==> src/rtl/core/ookpwd_pkg.sv <==
package ookpwd_pkg;

    localparam int FRAME_BITS = 64;
    localparam int TIME_BITS  = 32;
    localparam int FRAME_OUT_BITS = 64;
    localparam int EDGE_BITS  = 32;
    localparam int US_BITS    = 16;
    localparam int GLITCH_BITS = 10;
    localparam int CFG_IDX_BITS = 3;
    localparam int WIN_BITS   = TIME_BITS + 3;
    localparam int QDEPTH     = 4;
    localparam int QPTR_BITS  = $clog2(QDEPTH);
    localparam int QCNT_BITS  = $clog2(QDEPTH + 1);

    localparam logic [US_BITS-1:0]     RST_START_HIGH = 16'd275;
    localparam logic [US_BITS-1:0]     RST_START_LOW  = 16'd2675;
    localparam logic [US_BITS-1:0]     RST_SHORT      = 16'd260;
    localparam logic [US_BITS-1:0]     RST_LONG       = 16'd1300;
    localparam logic [US_BITS-1:0]     RST_END_HIGH   = 16'd275;
    localparam logic [US_BITS-1:0]     RST_END_GAP    = 16'd9900;
    localparam logic [GLITCH_BITS-1:0] RST_GLITCH     = 10'd50;

    typedef enum logic [CFG_IDX_BITS-1:0] {
        CFG_START_HIGH = 3'd0,
        CFG_START_LOW  = 3'd1,
        CFG_SHORT      = 3'd2,
        CFG_LONG       = 3'd3,
        CFG_END_HIGH   = 3'd4,
        CFG_END_GAP    = 3'd5,
        CFG_GLITCH     = 3'd6
    } t_cfg_idx;

    typedef struct packed {
        logic [US_BITS-1:0]     start_high;
        logic [US_BITS-1:0]     start_low;
        logic [US_BITS-1:0]     short_pulse;
        logic [US_BITS-1:0]     long_pulse;
        logic [US_BITS-1:0]     end_high;
        logic [US_BITS-1:0]     end_gap;
        logic [GLITCH_BITS-1:0] glitch_min;
    } t_cfg;

    // Window results for one pulse against every nominal length.
    typedef struct packed {
        logic start_high_in;
        logic start_low_in;
        logic short_ex;
        logic long_ex;
        logic end_high_ex;
        logic end_gap_ex;
    } t_flags;

    typedef struct packed {
        logic full;
        logic empty;
    } t_q_stat;

    // Window from 5v/6 to 6v/5 of the nominal, done exactly as 6d against 5v and 5d against 6v.
    function automatic logic win_test(input logic [TIME_BITS-1:0] d,
                                      input logic [US_BITS-1:0] v,
                                      input logic incl);
        logic [WIN_BITS-1:0] dw;
        logic [WIN_BITS-1:0] vw;
        logic [WIN_BITS-1:0] d6;
        logic [WIN_BITS-1:0] d5;
        logic [WIN_BITS-1:0] v6;
        logic [WIN_BITS-1:0] v5;
        dw = WIN_BITS'(d);
        vw = WIN_BITS'(v);
        d6 = (dw << 2) + (dw << 1);
        d5 = (dw << 2) + dw;
        v6 = (vw << 2) + (vw << 1);
        v5 = (vw << 2) + vw;
        if (incl) begin
            return (d6 >= v5) && (d5 <= v6);
        end
        return (d6 > v5) && (d5 < v6);
    endfunction

endpackage

==> src/rtl/core/ookpwd_front.sv <==
module ookpwd_front (
    input  logic                                i_clk,
    input  logic                                i_rst_n,
    input  logic                                i_valid,
    output logic                                o_stall,
    input  logic [ookpwd_pkg::EDGE_BITS-1:0]    i_edge_time,
    input  ookpwd_pkg::t_cfg                    i_cfg,
    input  ookpwd_pkg::t_q_stat                 i_q_stat,
    output logic                                o_push,
    output ookpwd_pkg::t_flags                  o_flags
);

    logic [ookpwd_pkg::TIME_BITS-1:0] r_last;
    logic [ookpwd_pkg::TIME_BITS-1:0] n_last;
    logic [ookpwd_pkg::TIME_BITS-1:0] r_dur;
    logic [ookpwd_pkg::TIME_BITS-1:0] n_dur;
    logic                             r_dur_valid;
    logic                             n_dur_valid;
    logic [ookpwd_pkg::TIME_BITS-1:0] now;
    logic [ookpwd_pkg::TIME_BITS-1:0] dur;
    logic                             accept;
    logic                             pass;

    assign o_stall = r_dur_valid && i_q_stat.full;
    assign accept  = i_valid && !o_stall;
    assign now     = i_edge_time[ookpwd_pkg::TIME_BITS-1:0];
    assign dur     = now - r_last;
    assign pass    = dur >= ookpwd_pkg::TIME_BITS'(i_cfg.glitch_min);
    assign o_push  = r_dur_valid && !i_q_stat.full;

    always_comb begin
        n_last      = r_last;
        n_dur       = r_dur;
        n_dur_valid = r_dur_valid && i_q_stat.full;
        // Glitches are dropped here and never reach the queue.
        if (accept && pass) begin
            n_last      = now;
            n_dur       = dur;
            n_dur_valid = 1'b1;
        end
    end

    always_comb begin
        o_flags.start_high_in = ookpwd_pkg::win_test(r_dur, i_cfg.start_high, 1'b1);
        o_flags.start_low_in  = ookpwd_pkg::win_test(r_dur, i_cfg.start_low, 1'b1);
        o_flags.short_ex      = ookpwd_pkg::win_test(r_dur, i_cfg.short_pulse, 1'b0);
        o_flags.long_ex       = ookpwd_pkg::win_test(r_dur, i_cfg.long_pulse, 1'b0);
        o_flags.end_high_ex   = ookpwd_pkg::win_test(r_dur, i_cfg.end_high, 1'b0);
        o_flags.end_gap_ex    = ookpwd_pkg::win_test(r_dur, i_cfg.end_gap, 1'b0);
    end

    always_ff @(posedge i_clk) begin
        if (!i_rst_n) begin
            r_last      <= '0;
            r_dur_valid <= 1'b0;
        end else begin
            r_last      <= n_last;
            r_dur_valid <= n_dur_valid;
        end
        r_dur <= n_dur;
    end

endmodule

==> src/rtl/core/ookpwd_fifo.sv <==
module ookpwd_fifo (
    input  logic                  i_clk,
    input  logic                  i_rst_n,
    input  logic                  i_push,
    input  ookpwd_pkg::t_flags    i_data,
    input  logic                  i_pop,
    output ookpwd_pkg::t_flags    o_data,
    output ookpwd_pkg::t_q_stat   o_stat
);

    ookpwd_pkg::t_flags                r_mem [ookpwd_pkg::QDEPTH];
    logic [ookpwd_pkg::QPTR_BITS-1:0]  r_wr_ptr;
    logic [ookpwd_pkg::QPTR_BITS-1:0]  r_rd_ptr;
    logic [ookpwd_pkg::QCNT_BITS-1:0]  r_count;

    assign o_data       = r_mem[r_rd_ptr];
    assign o_stat.full  = r_count == ookpwd_pkg::QCNT_BITS'(ookpwd_pkg::QDEPTH);
    assign o_stat.empty = r_count == '0;

    always_ff @(posedge i_clk) begin
        if (!i_rst_n) begin
            r_wr_ptr <= '0;
            r_rd_ptr <= '0;
            r_count  <= '0;
        end else begin
            if (i_push) begin
                r_wr_ptr <= r_wr_ptr + 1'b1;
            end
            if (i_pop) begin
                r_rd_ptr <= r_rd_ptr + 1'b1;
            end
            if (i_push && !i_pop) begin
                r_count <= r_count + 1'b1;
            end else if (i_pop && !i_push) begin
                r_count <= r_count - 1'b1;
            end
        end
        if (i_push) begin
            r_mem[r_wr_ptr] <= i_data;
        end
    end

endmodule

==> src/rtl/core/ookpwd_back.sv <==
module ookpwd_back (
    input  logic                                  i_clk,
    input  logic                                  i_rst_n,
    input  ookpwd_pkg::t_flags                    i_flags,
    input  ookpwd_pkg::t_q_stat                   i_q_stat,
    output logic                                  o_pop,
    output logic                                  o_valid,
    input  logic                                  i_stall,
    output logic [ookpwd_pkg::FRAME_OUT_BITS-1:0] o_frame
);

    logic                              r_hunt;
    logic                              n_hunt;
    logic                              r_zero_alive;
    logic                              n_zero_alive;
    logic                              r_one_alive;
    logic                              n_one_alive;
    logic                              r_end_alive;
    logic                              n_end_alive;
    logic [1:0]                        r_pos;
    logic [1:0]                        n_pos;
    logic [ookpwd_pkg::FRAME_BITS-1:0] r_shift;
    logic [ookpwd_pkg::FRAME_BITS-1:0] n_shift;
    logic                              r_out_valid;
    logic                              n_out_valid;
    logic [ookpwd_pkg::FRAME_BITS-1:0] r_out_frame;
    logic [ookpwd_pkg::FRAME_BITS-1:0] n_out_frame;
    logic                              zero_hit;
    logic                              one_hit;
    logic                              end_hit;
    logic                              done;

    // The output register is the only buffer on the result side, so a new
    // transaction is taken whenever that register is free or being drained.
    assign o_pop   = !i_q_stat.empty && !(r_out_valid && i_stall);
    assign o_valid = r_out_valid;
    assign o_frame = ookpwd_pkg::FRAME_OUT_BITS'(r_out_frame);

    always_comb begin
        n_hunt       = r_hunt;
        n_zero_alive = r_zero_alive;
        n_one_alive  = r_one_alive;
        n_end_alive  = r_end_alive;
        n_pos        = r_pos;
        n_shift      = r_shift;
        n_out_frame  = r_out_frame;
        n_out_valid  = r_out_valid && i_stall;
        done         = 1'b0;
        zero_hit     = (r_pos == 2'd3) ? i_flags.long_ex : i_flags.short_ex;
        one_hit      = (r_pos == 2'd1) ? i_flags.long_ex : i_flags.short_ex;
        end_hit      = (r_pos == 2'd0) ? i_flags.end_high_ex
                     : ((r_pos == 2'd1) && i_flags.end_gap_ex);

        if (o_pop) begin
            if (r_hunt) begin
                if (!((r_pos == 2'd0) ? i_flags.start_high_in : i_flags.start_low_in)) begin
                    n_pos = 2'd0;
                end else if (r_pos != 2'd0) begin
                    n_pos        = 2'd0;
                    n_shift      = '0;
                    n_hunt       = 1'b0;
                    n_zero_alive = 1'b1;
                    n_one_alive  = 1'b1;
                    n_end_alive  = 1'b1;
                end else begin
                    n_pos = 2'd1;
                end
            end else begin
                if (r_zero_alive) begin
                    if (!zero_hit) begin
                        n_zero_alive = 1'b0;
                    end else if (r_pos == 2'd3) begin
                        done        = 1'b1;
                        n_pos       = 2'd0;
                        n_one_alive = 1'b1;
                        n_end_alive = 1'b1;
                        n_shift     = r_shift << 1;
                    end
                end
                if (!done && r_one_alive) begin
                    if (!one_hit) begin
                        n_one_alive = 1'b0;
                    end else if (r_pos == 2'd3) begin
                        done         = 1'b1;
                        n_pos        = 2'd0;
                        n_zero_alive = 1'b1;
                        n_end_alive  = 1'b1;
                        n_shift      = {r_shift[ookpwd_pkg::FRAME_BITS-2:0], 1'b1};
                    end
                end
                if (!done && r_end_alive) begin
                    if (!end_hit) begin
                        n_end_alive = 1'b0;
                    end else if (r_pos == 2'd1) begin
                        done        = 1'b1;
                        n_pos       = 2'd0;
                        n_hunt      = 1'b1;
                        n_out_valid = 1'b1;
                        n_out_frame = r_shift;
                    end
                end
                if (!done) begin
                    n_pos = r_pos + 2'd1;
                    if (!(n_zero_alive || n_one_alive || n_end_alive)) begin
                        n_pos  = 2'd0;
                        n_hunt = 1'b1;
                    end
                end
            end
        end
    end

    always_ff @(posedge i_clk) begin
        if (!i_rst_n) begin
            r_hunt       <= 1'b1;
            r_zero_alive <= 1'b0;
            r_one_alive  <= 1'b0;
            r_end_alive  <= 1'b0;
            r_pos        <= 2'd0;
            r_shift      <= '0;
            r_out_valid  <= 1'b0;
        end else begin
            r_hunt       <= n_hunt;
            r_zero_alive <= n_zero_alive;
            r_one_alive  <= n_one_alive;
            r_end_alive  <= n_end_alive;
            r_pos        <= n_pos;
            r_shift      <= n_shift;
            r_out_valid  <= n_out_valid;
        end
        r_out_frame <= n_out_frame;
    end

endmodule

==> src/rtl/core/ook_pulse_width_frame_decoder_top.sv <==
// Path: the edge that closes a frame's end latch loads the duration register,
// then the queue and then the output register, which presents the frame; a
// full queue or a stalled output can hold the transaction between these
// registers.
// Throughput: one edge per cycle while o_stall is low.
// Reset is synchronous and active low; it restores the default timings and
// returns the decoder to hunting for a start latch.
module ook_pulse_width_frame_decoder_top (
    input  logic                                       i_clk,
    input  logic                                       i_rst_n,
    input  logic                                       i_valid,
    output logic                                       o_stall,
    input  logic [ookpwd_pkg::EDGE_BITS-1:0]           i_edge_time,
    output logic                                       o_valid,
    input  logic                                       i_stall,
    output logic [ookpwd_pkg::FRAME_OUT_BITS-1:0]      o_frame,
    input  logic                                       i_cfg_valid,
    output logic                                       o_cfg_ready,
    input  logic [ookpwd_pkg::CFG_IDX_BITS-1:0]        i_cfg_index,
    input  logic [ookpwd_pkg::US_BITS-1:0]             i_cfg_data
);

    ookpwd_pkg::t_cfg     r_cfg;
    ookpwd_pkg::t_cfg     n_cfg;
    ookpwd_pkg::t_q_stat  q_stat;
    ookpwd_pkg::t_flags   push_flags;
    ookpwd_pkg::t_flags   pop_flags;
    logic                 push;
    logic                 pop;

    assign o_cfg_ready = 1'b1;

    always_comb begin
        n_cfg = r_cfg;
        if (i_cfg_valid && o_cfg_ready) begin
            case (ookpwd_pkg::t_cfg_idx'(i_cfg_index))
                ookpwd_pkg::CFG_START_HIGH: n_cfg.start_high  = i_cfg_data;
                ookpwd_pkg::CFG_START_LOW:  n_cfg.start_low   = i_cfg_data;
                ookpwd_pkg::CFG_SHORT:      n_cfg.short_pulse = i_cfg_data;
                ookpwd_pkg::CFG_LONG:       n_cfg.long_pulse  = i_cfg_data;
                ookpwd_pkg::CFG_END_HIGH:   n_cfg.end_high    = i_cfg_data;
                ookpwd_pkg::CFG_END_GAP:    n_cfg.end_gap     = i_cfg_data;
                ookpwd_pkg::CFG_GLITCH:
                    n_cfg.glitch_min = i_cfg_data[ookpwd_pkg::GLITCH_BITS-1:0];
                default: n_cfg = r_cfg;
            endcase
        end
    end

    always_ff @(posedge i_clk) begin
        if (!i_rst_n) begin
            r_cfg.start_high  <= ookpwd_pkg::RST_START_HIGH;
            r_cfg.start_low   <= ookpwd_pkg::RST_START_LOW;
            r_cfg.short_pulse <= ookpwd_pkg::RST_SHORT;
            r_cfg.long_pulse  <= ookpwd_pkg::RST_LONG;
            r_cfg.end_high    <= ookpwd_pkg::RST_END_HIGH;
            r_cfg.end_gap     <= ookpwd_pkg::RST_END_GAP;
            r_cfg.glitch_min  <= ookpwd_pkg::RST_GLITCH;
        end else begin
            r_cfg <= n_cfg;
        end
    end

    ookpwd_front u_front (
        .i_clk       (i_clk),
        .i_rst_n     (i_rst_n),
        .i_valid     (i_valid),
        .o_stall     (o_stall),
        .i_edge_time (i_edge_time),
        .i_cfg       (r_cfg),
        .i_q_stat    (q_stat),
        .o_push      (push),
        .o_flags     (push_flags)
    );

    ookpwd_fifo u_fifo (
        .i_clk   (i_clk),
        .i_rst_n (i_rst_n),
        .i_push  (push),
        .i_data  (push_flags),
        .i_pop   (pop),
        .o_data  (pop_flags),
        .o_stat  (q_stat)
    );

    ookpwd_back u_back (
        .i_clk    (i_clk),
        .i_rst_n  (i_rst_n),
        .i_flags  (pop_flags),
        .i_q_stat (q_stat),
        .o_pop    (pop),
        .o_valid  (o_valid),
        .i_stall  (i_stall),
        .o_frame  (o_frame)
    );

    a_queue_consistent: assert property (@(posedge i_clk) disable iff (!i_rst_n)
        !(q_stat.full && q_stat.empty))
        else $error("queue reports full and empty together");

    a_pop_has_data: assert property (@(posedge i_clk) disable iff (!i_rst_n)
        pop |-> !q_stat.empty)
        else $error("pattern engine popped an empty queue");

    a_frame_from_pop: assert property (@(posedge i_clk) disable iff (!i_rst_n)
        $rose(o_valid) |-> $past(pop))
        else $error("frame appeared without a queue transaction");

endmodule
==> config.mk <==
export PLATFORM = sky130hd
export DESIGN_NAME = ook_pulse_width_frame_decoder_top
export DESIGN_NICKNAME = d
export VERILOG_FILES = /design/src/rtl/core/ookpwd_pkg.sv /design/src/rtl/core/ookpwd_front.sv /design/src/rtl/core/ookpwd_fifo.sv /design/src/rtl/core/ookpwd_back.sv /design/src/rtl/core/ook_pulse_width_frame_decoder_top.sv
export SDC_FILE = /design/constraint.sdc
export NUM_CORES = 1
export LEC_CHECK = 0
export ABC_AREA = 1
export BUFFER_PORTS_ARGS = -buffer_cell sky130_fd_sc_hd__buf_2
export CAP_MARGIN = 20
export CORE_ASPECT_RATIO = 1.1
export CORE_MARGIN = 2
export CORE_UTILIZATION = 50
export CTS_CLUSTER_SIZE = 10
export DETAILED_ROUTE_END_ITERATION = 6
export GPL_TIMING_DRIVEN = 0
export PLACE_DENSITY = 0.72
export SETUP_SLACK_MARGIN = 0.15
export SYNTH_ARGS = -nofsm -noshare
export SYNTH_HDL_FRONTEND = slang
export SYNTH_SLANG_ARGS = --single-unit
==> constraint.sdc <==
create_clock -name i_clk -period 8.13 [get_ports i_clk]
set_clock_uncertainty 0.1 [all_clocks]
set_input_delay 1.2195 -clock i_clk [delete_from_list [all_inputs] [get_ports i_clk]]
set_output_delay 1.2195 -clock i_clk [all_outputs]
set_load 0.03 [all_outputs]
==> results by group <==
Drt
  – Antenna Nets Post-Route: 0
  – Residual DRC count: 0
  – Wirelength, routed: just over 100000 um
  – DR pass1 iterations: 6
  – DR WL/cell: 16.9 um
  – Vias per std cell: 5.41
  – Via count: roughly 33000
  – DRT iter0 DRCs: about 2800

Timing
  – Sum Neg Setup Slack: 0 ns
  – Fmax: 168 MHz
  – Setup violations, final: 0
  – Slew Limit Headroom: about 22%
  – Max Slew Vio Count: 0
  – Tcrit/Tclk final: about three quarters
  – Final worst path period need: approximately 6.0 ns
  – Unrepaired setup endpoints after global routing: no
  – Fin. Hold Viols: 0
  – Actual slew at the worst max-slew pin: 1.16 ns

Die
  – Die area: around 0.069 mm2
  – Num rows: a little under 100
  – Placeable Area: about 0.066 mm2
  – Starting Density: between 50 and 60%
  – Die W: roughly 250 um
  – Die span in y: between 200 and 300 um
  – # IOs: approximately 120

GRT
  – Largest net degree at the start of global routing: 46
  – Vias in the first global route: approximately 30000
  – Total track usage: 29.2%
  – Most crowded layer after global routing: met2
  – Met2 usage in global routing: 49.4%
  – Met3 Track Usage GR: 4.35%
  – GRT overflow: 0
  – First-pass GRT wire length: approximately 160000 um
  – Antenna violations before repair: 4
  – GR Util met1: between 30 and 40%

Clocking
  – Post-CTS Resized: 0
  – Clk root buf: clkbuf_16
  – Postcts setup bufs: 0
  – Clock Path Buffers: 3
  – Clk slew on worst S/H paths: around 0.060 ns
  – Sink Count: between 300 and 400
  – CTS tree: done
  – H-tree Lvls: 2
  – Clk_lat worst skew: ~0.61 ns
  – TritonCTS Buffers: 43
  – Hold_buf cts: 0

Yosys
  – Primary FF master, synth: dfxtp_1
  – Mapped cell area: 0.0334 mm2
  – Avg Cell Area, Syn: approximately 6.7 um2
  – Syn nets: roughly 5600
  – Seq cells post-synth: about 340
  – Area leader, netlist: ha_1
  – Number of flops mapped to enable cells by yosys: 120
  – Synth top area share: 18.5%
  – YS warnings: 0
  – Most frequent cell after synthesis: nand2_1
  – Sequential element share of the synthesized area: roughly a quarter
  – Syn Inst Count: ~5000
  – Fraction of registers with async set/reset: 0%
  – Synth area leaders: ha_1 18%, nand2_1 14%, dfxtp_1 13%, edfxtp_1 11%, inv_1 8.9%
  – Most frequent cells after synthesis: 1263 x nand2_1, 794 x inv_1, 551 x nor2_1
  – Synth unique cells: 53

Final layout
  – Area grow syn2layout: 10.2%
  – Share of cells above drive strength 1: under 10%
  – Final Net Count: about 5700
  – Utilization after layout: 55.5%
  – ANT cells: 0

Place
  – Post-DP HPWL: ~80000 um
  – Buffers on Ports: ~120
  – GPL Wtd Cong: 0.963

Setup path
  – CP arrival: between 6 and 7 ns
  – Critical Path Start Type: flop
  – Setup crit end kind: flop
  – CP Class: flop to flop
  – CP Max Fanout: 9
  – Required @ worst endpoint: about 8.4 ns

Outcome
  – Status: complete, no violations

Flow run
  – Max_cap viols: 0

Pwr
  – Leak Pwr: 18.7 nW
  – Pwr Density: roughly 250 mW/mm2
  – Worst vdd ir: roughly 0.18 mV

Worst hold path
  – Hold crit path type: flop to flop
layer usage:
layer / up-vias / routed length, um
met2: 1031 / 45900
met3: 272 / 7430
met5: - / 13
li1: 16700 / -
met1: 14800 / 43200
met4: 2 / 5780
worst max-delay path: stages (launching register included):
cell and delay (ns):
edfxtp_1 1.01, ha_1 0.36, inv_1 0.08, fa_1 0.43, inv_1 0.14, nand3_1 0.08, nand3_1 0.19, nand2_1 0.08
nand2_1 0.20, xor2_2 0.79, ha_1 0.39, a21oi_1 0.15, o21a_1 0.13, nand3_1 0.12, nand2_1 0.08, nand2_1 0.06
nor2_1 0.09, nor2_1 0.05, nand2_1 0.06, nand2_1 0.06, a21oi_1 0.54, nand3_1 0.16, nor2_1 0.34
registers in the layout, summed over array words and instances, names as in the netlist, named ones only:
name and count:
u_front.r_dur_valid 1, u_front.r_dur 32, u_front.r_last 32, u_back.r_zero_alive 1, u_back.o_valid 1, u_fifo.r_rd_ptr 2
u_back.r_end_alive 1, u_fifo.r_count 3, u_back.r_one_alive 1, u_back.r_shift 64, u_back.r_hunt 1, r_cfg 106
u_fifo.r_mem 24, u_back.r_pos 2, u_fifo.r_wr_ptr 2, u_back.o_frame 64
report_power, final:
group	switching, W	total [W]	internal, W	leakage (nW)
Clock	0.000791	0.00186	0.00107	0.649
Combinational	0.00362	0.00540	0.00178	15.1
Sequential	0.000127	0.00199	0.00186	2.95
Total	0.00454	0.00924	0.00470	18.7
final cells by class:
class	count	area [um2]
clock buffers	69	1210
multi-input cells	3775	22200
fillers	6532	29400
clock inverters	9	133
well taps	858	1070
flip-flops and latches	339	7990
plain buffers	69	334
repair buffers	139	830
inverters	805	3020
logic make-up (layout without fill, tap and decap cells):
family          count (synthesis)  after routing  share of synthesized area [%]
xor+xnor                      194            194                           5.09
buf+inv                       874           1091                           10.1
simple gates                 2281           2281                           28.3
flops                         339            339                           24.0
fa+ha+maj                     509            509                           19.5
compound gates                790            790                           13.2
other cells                     1              1                         0.0112
stage by stage:
step	hold WS, ns	cell area [um2]	worst slack, ns	instances	power [W]
6_report	0.311	36700	2.16	6063	0.00924
3_5_place_dp	0.315	35400	2.43	5984	0.00726
2_1_floorplan	0.308	33400	3.64	4988	0.00542
5_1_grt	0.316	36700	1.96	6063	0.00994
4_1_cts	0.309	36700	2.38	6062	0.00914
3_3_place_gp	0.312	35000	2.02	5967	0.00696
cell usage in the layout, fill, tap and decap left out, types with 6 or more instances in the layout:
cell type,instances
nand2_2,13
o21a_1,11
a221oi_1,7
buf_4,8
nand3b_1,17
edfxtp_1,120
nor2_1,551
inv_2,10
nand3_1,296
a31oi_1,11
o211ai_1,10
xnor2_1,58
a21boi_0,21
a21o_1,25
o22ai_1,67
clkbuf_1,62
buf_2,142
dfxtp_1,219
xor2_1,117
ha_1,493
nand3_2,22
o21ai_0,197
buf_8,6
clkbuf_16,44
o2111ai_1,6
nor2_2,9
nand4_1,47
fa_1,16
nor3_1,46
a21oi_1,395
o21bai_1,22
xor2_2,16
nand2_1,1263
buf_6,9
nor4_1,6
inv_1,793
path summary, 6_finish.rpt:
kind / startpoint / end / slack (ns) / cells past startpoint
max: u_front.r_dur[0] / u_fifo.r_mem[1][1] / 2.16 / 22
min: u_back.r_shift[41] / u_back.o_frame[41] / 0.31 / 0
max reg2reg: u_front.r_dur[0] / u_fifo.r_mem[1][1] / 2.16 / 22
min reg2reg: u_back.r_shift[41] / u_back.o_frame[41] / 0.31 / 0
(Power assumes the default switching activity.)
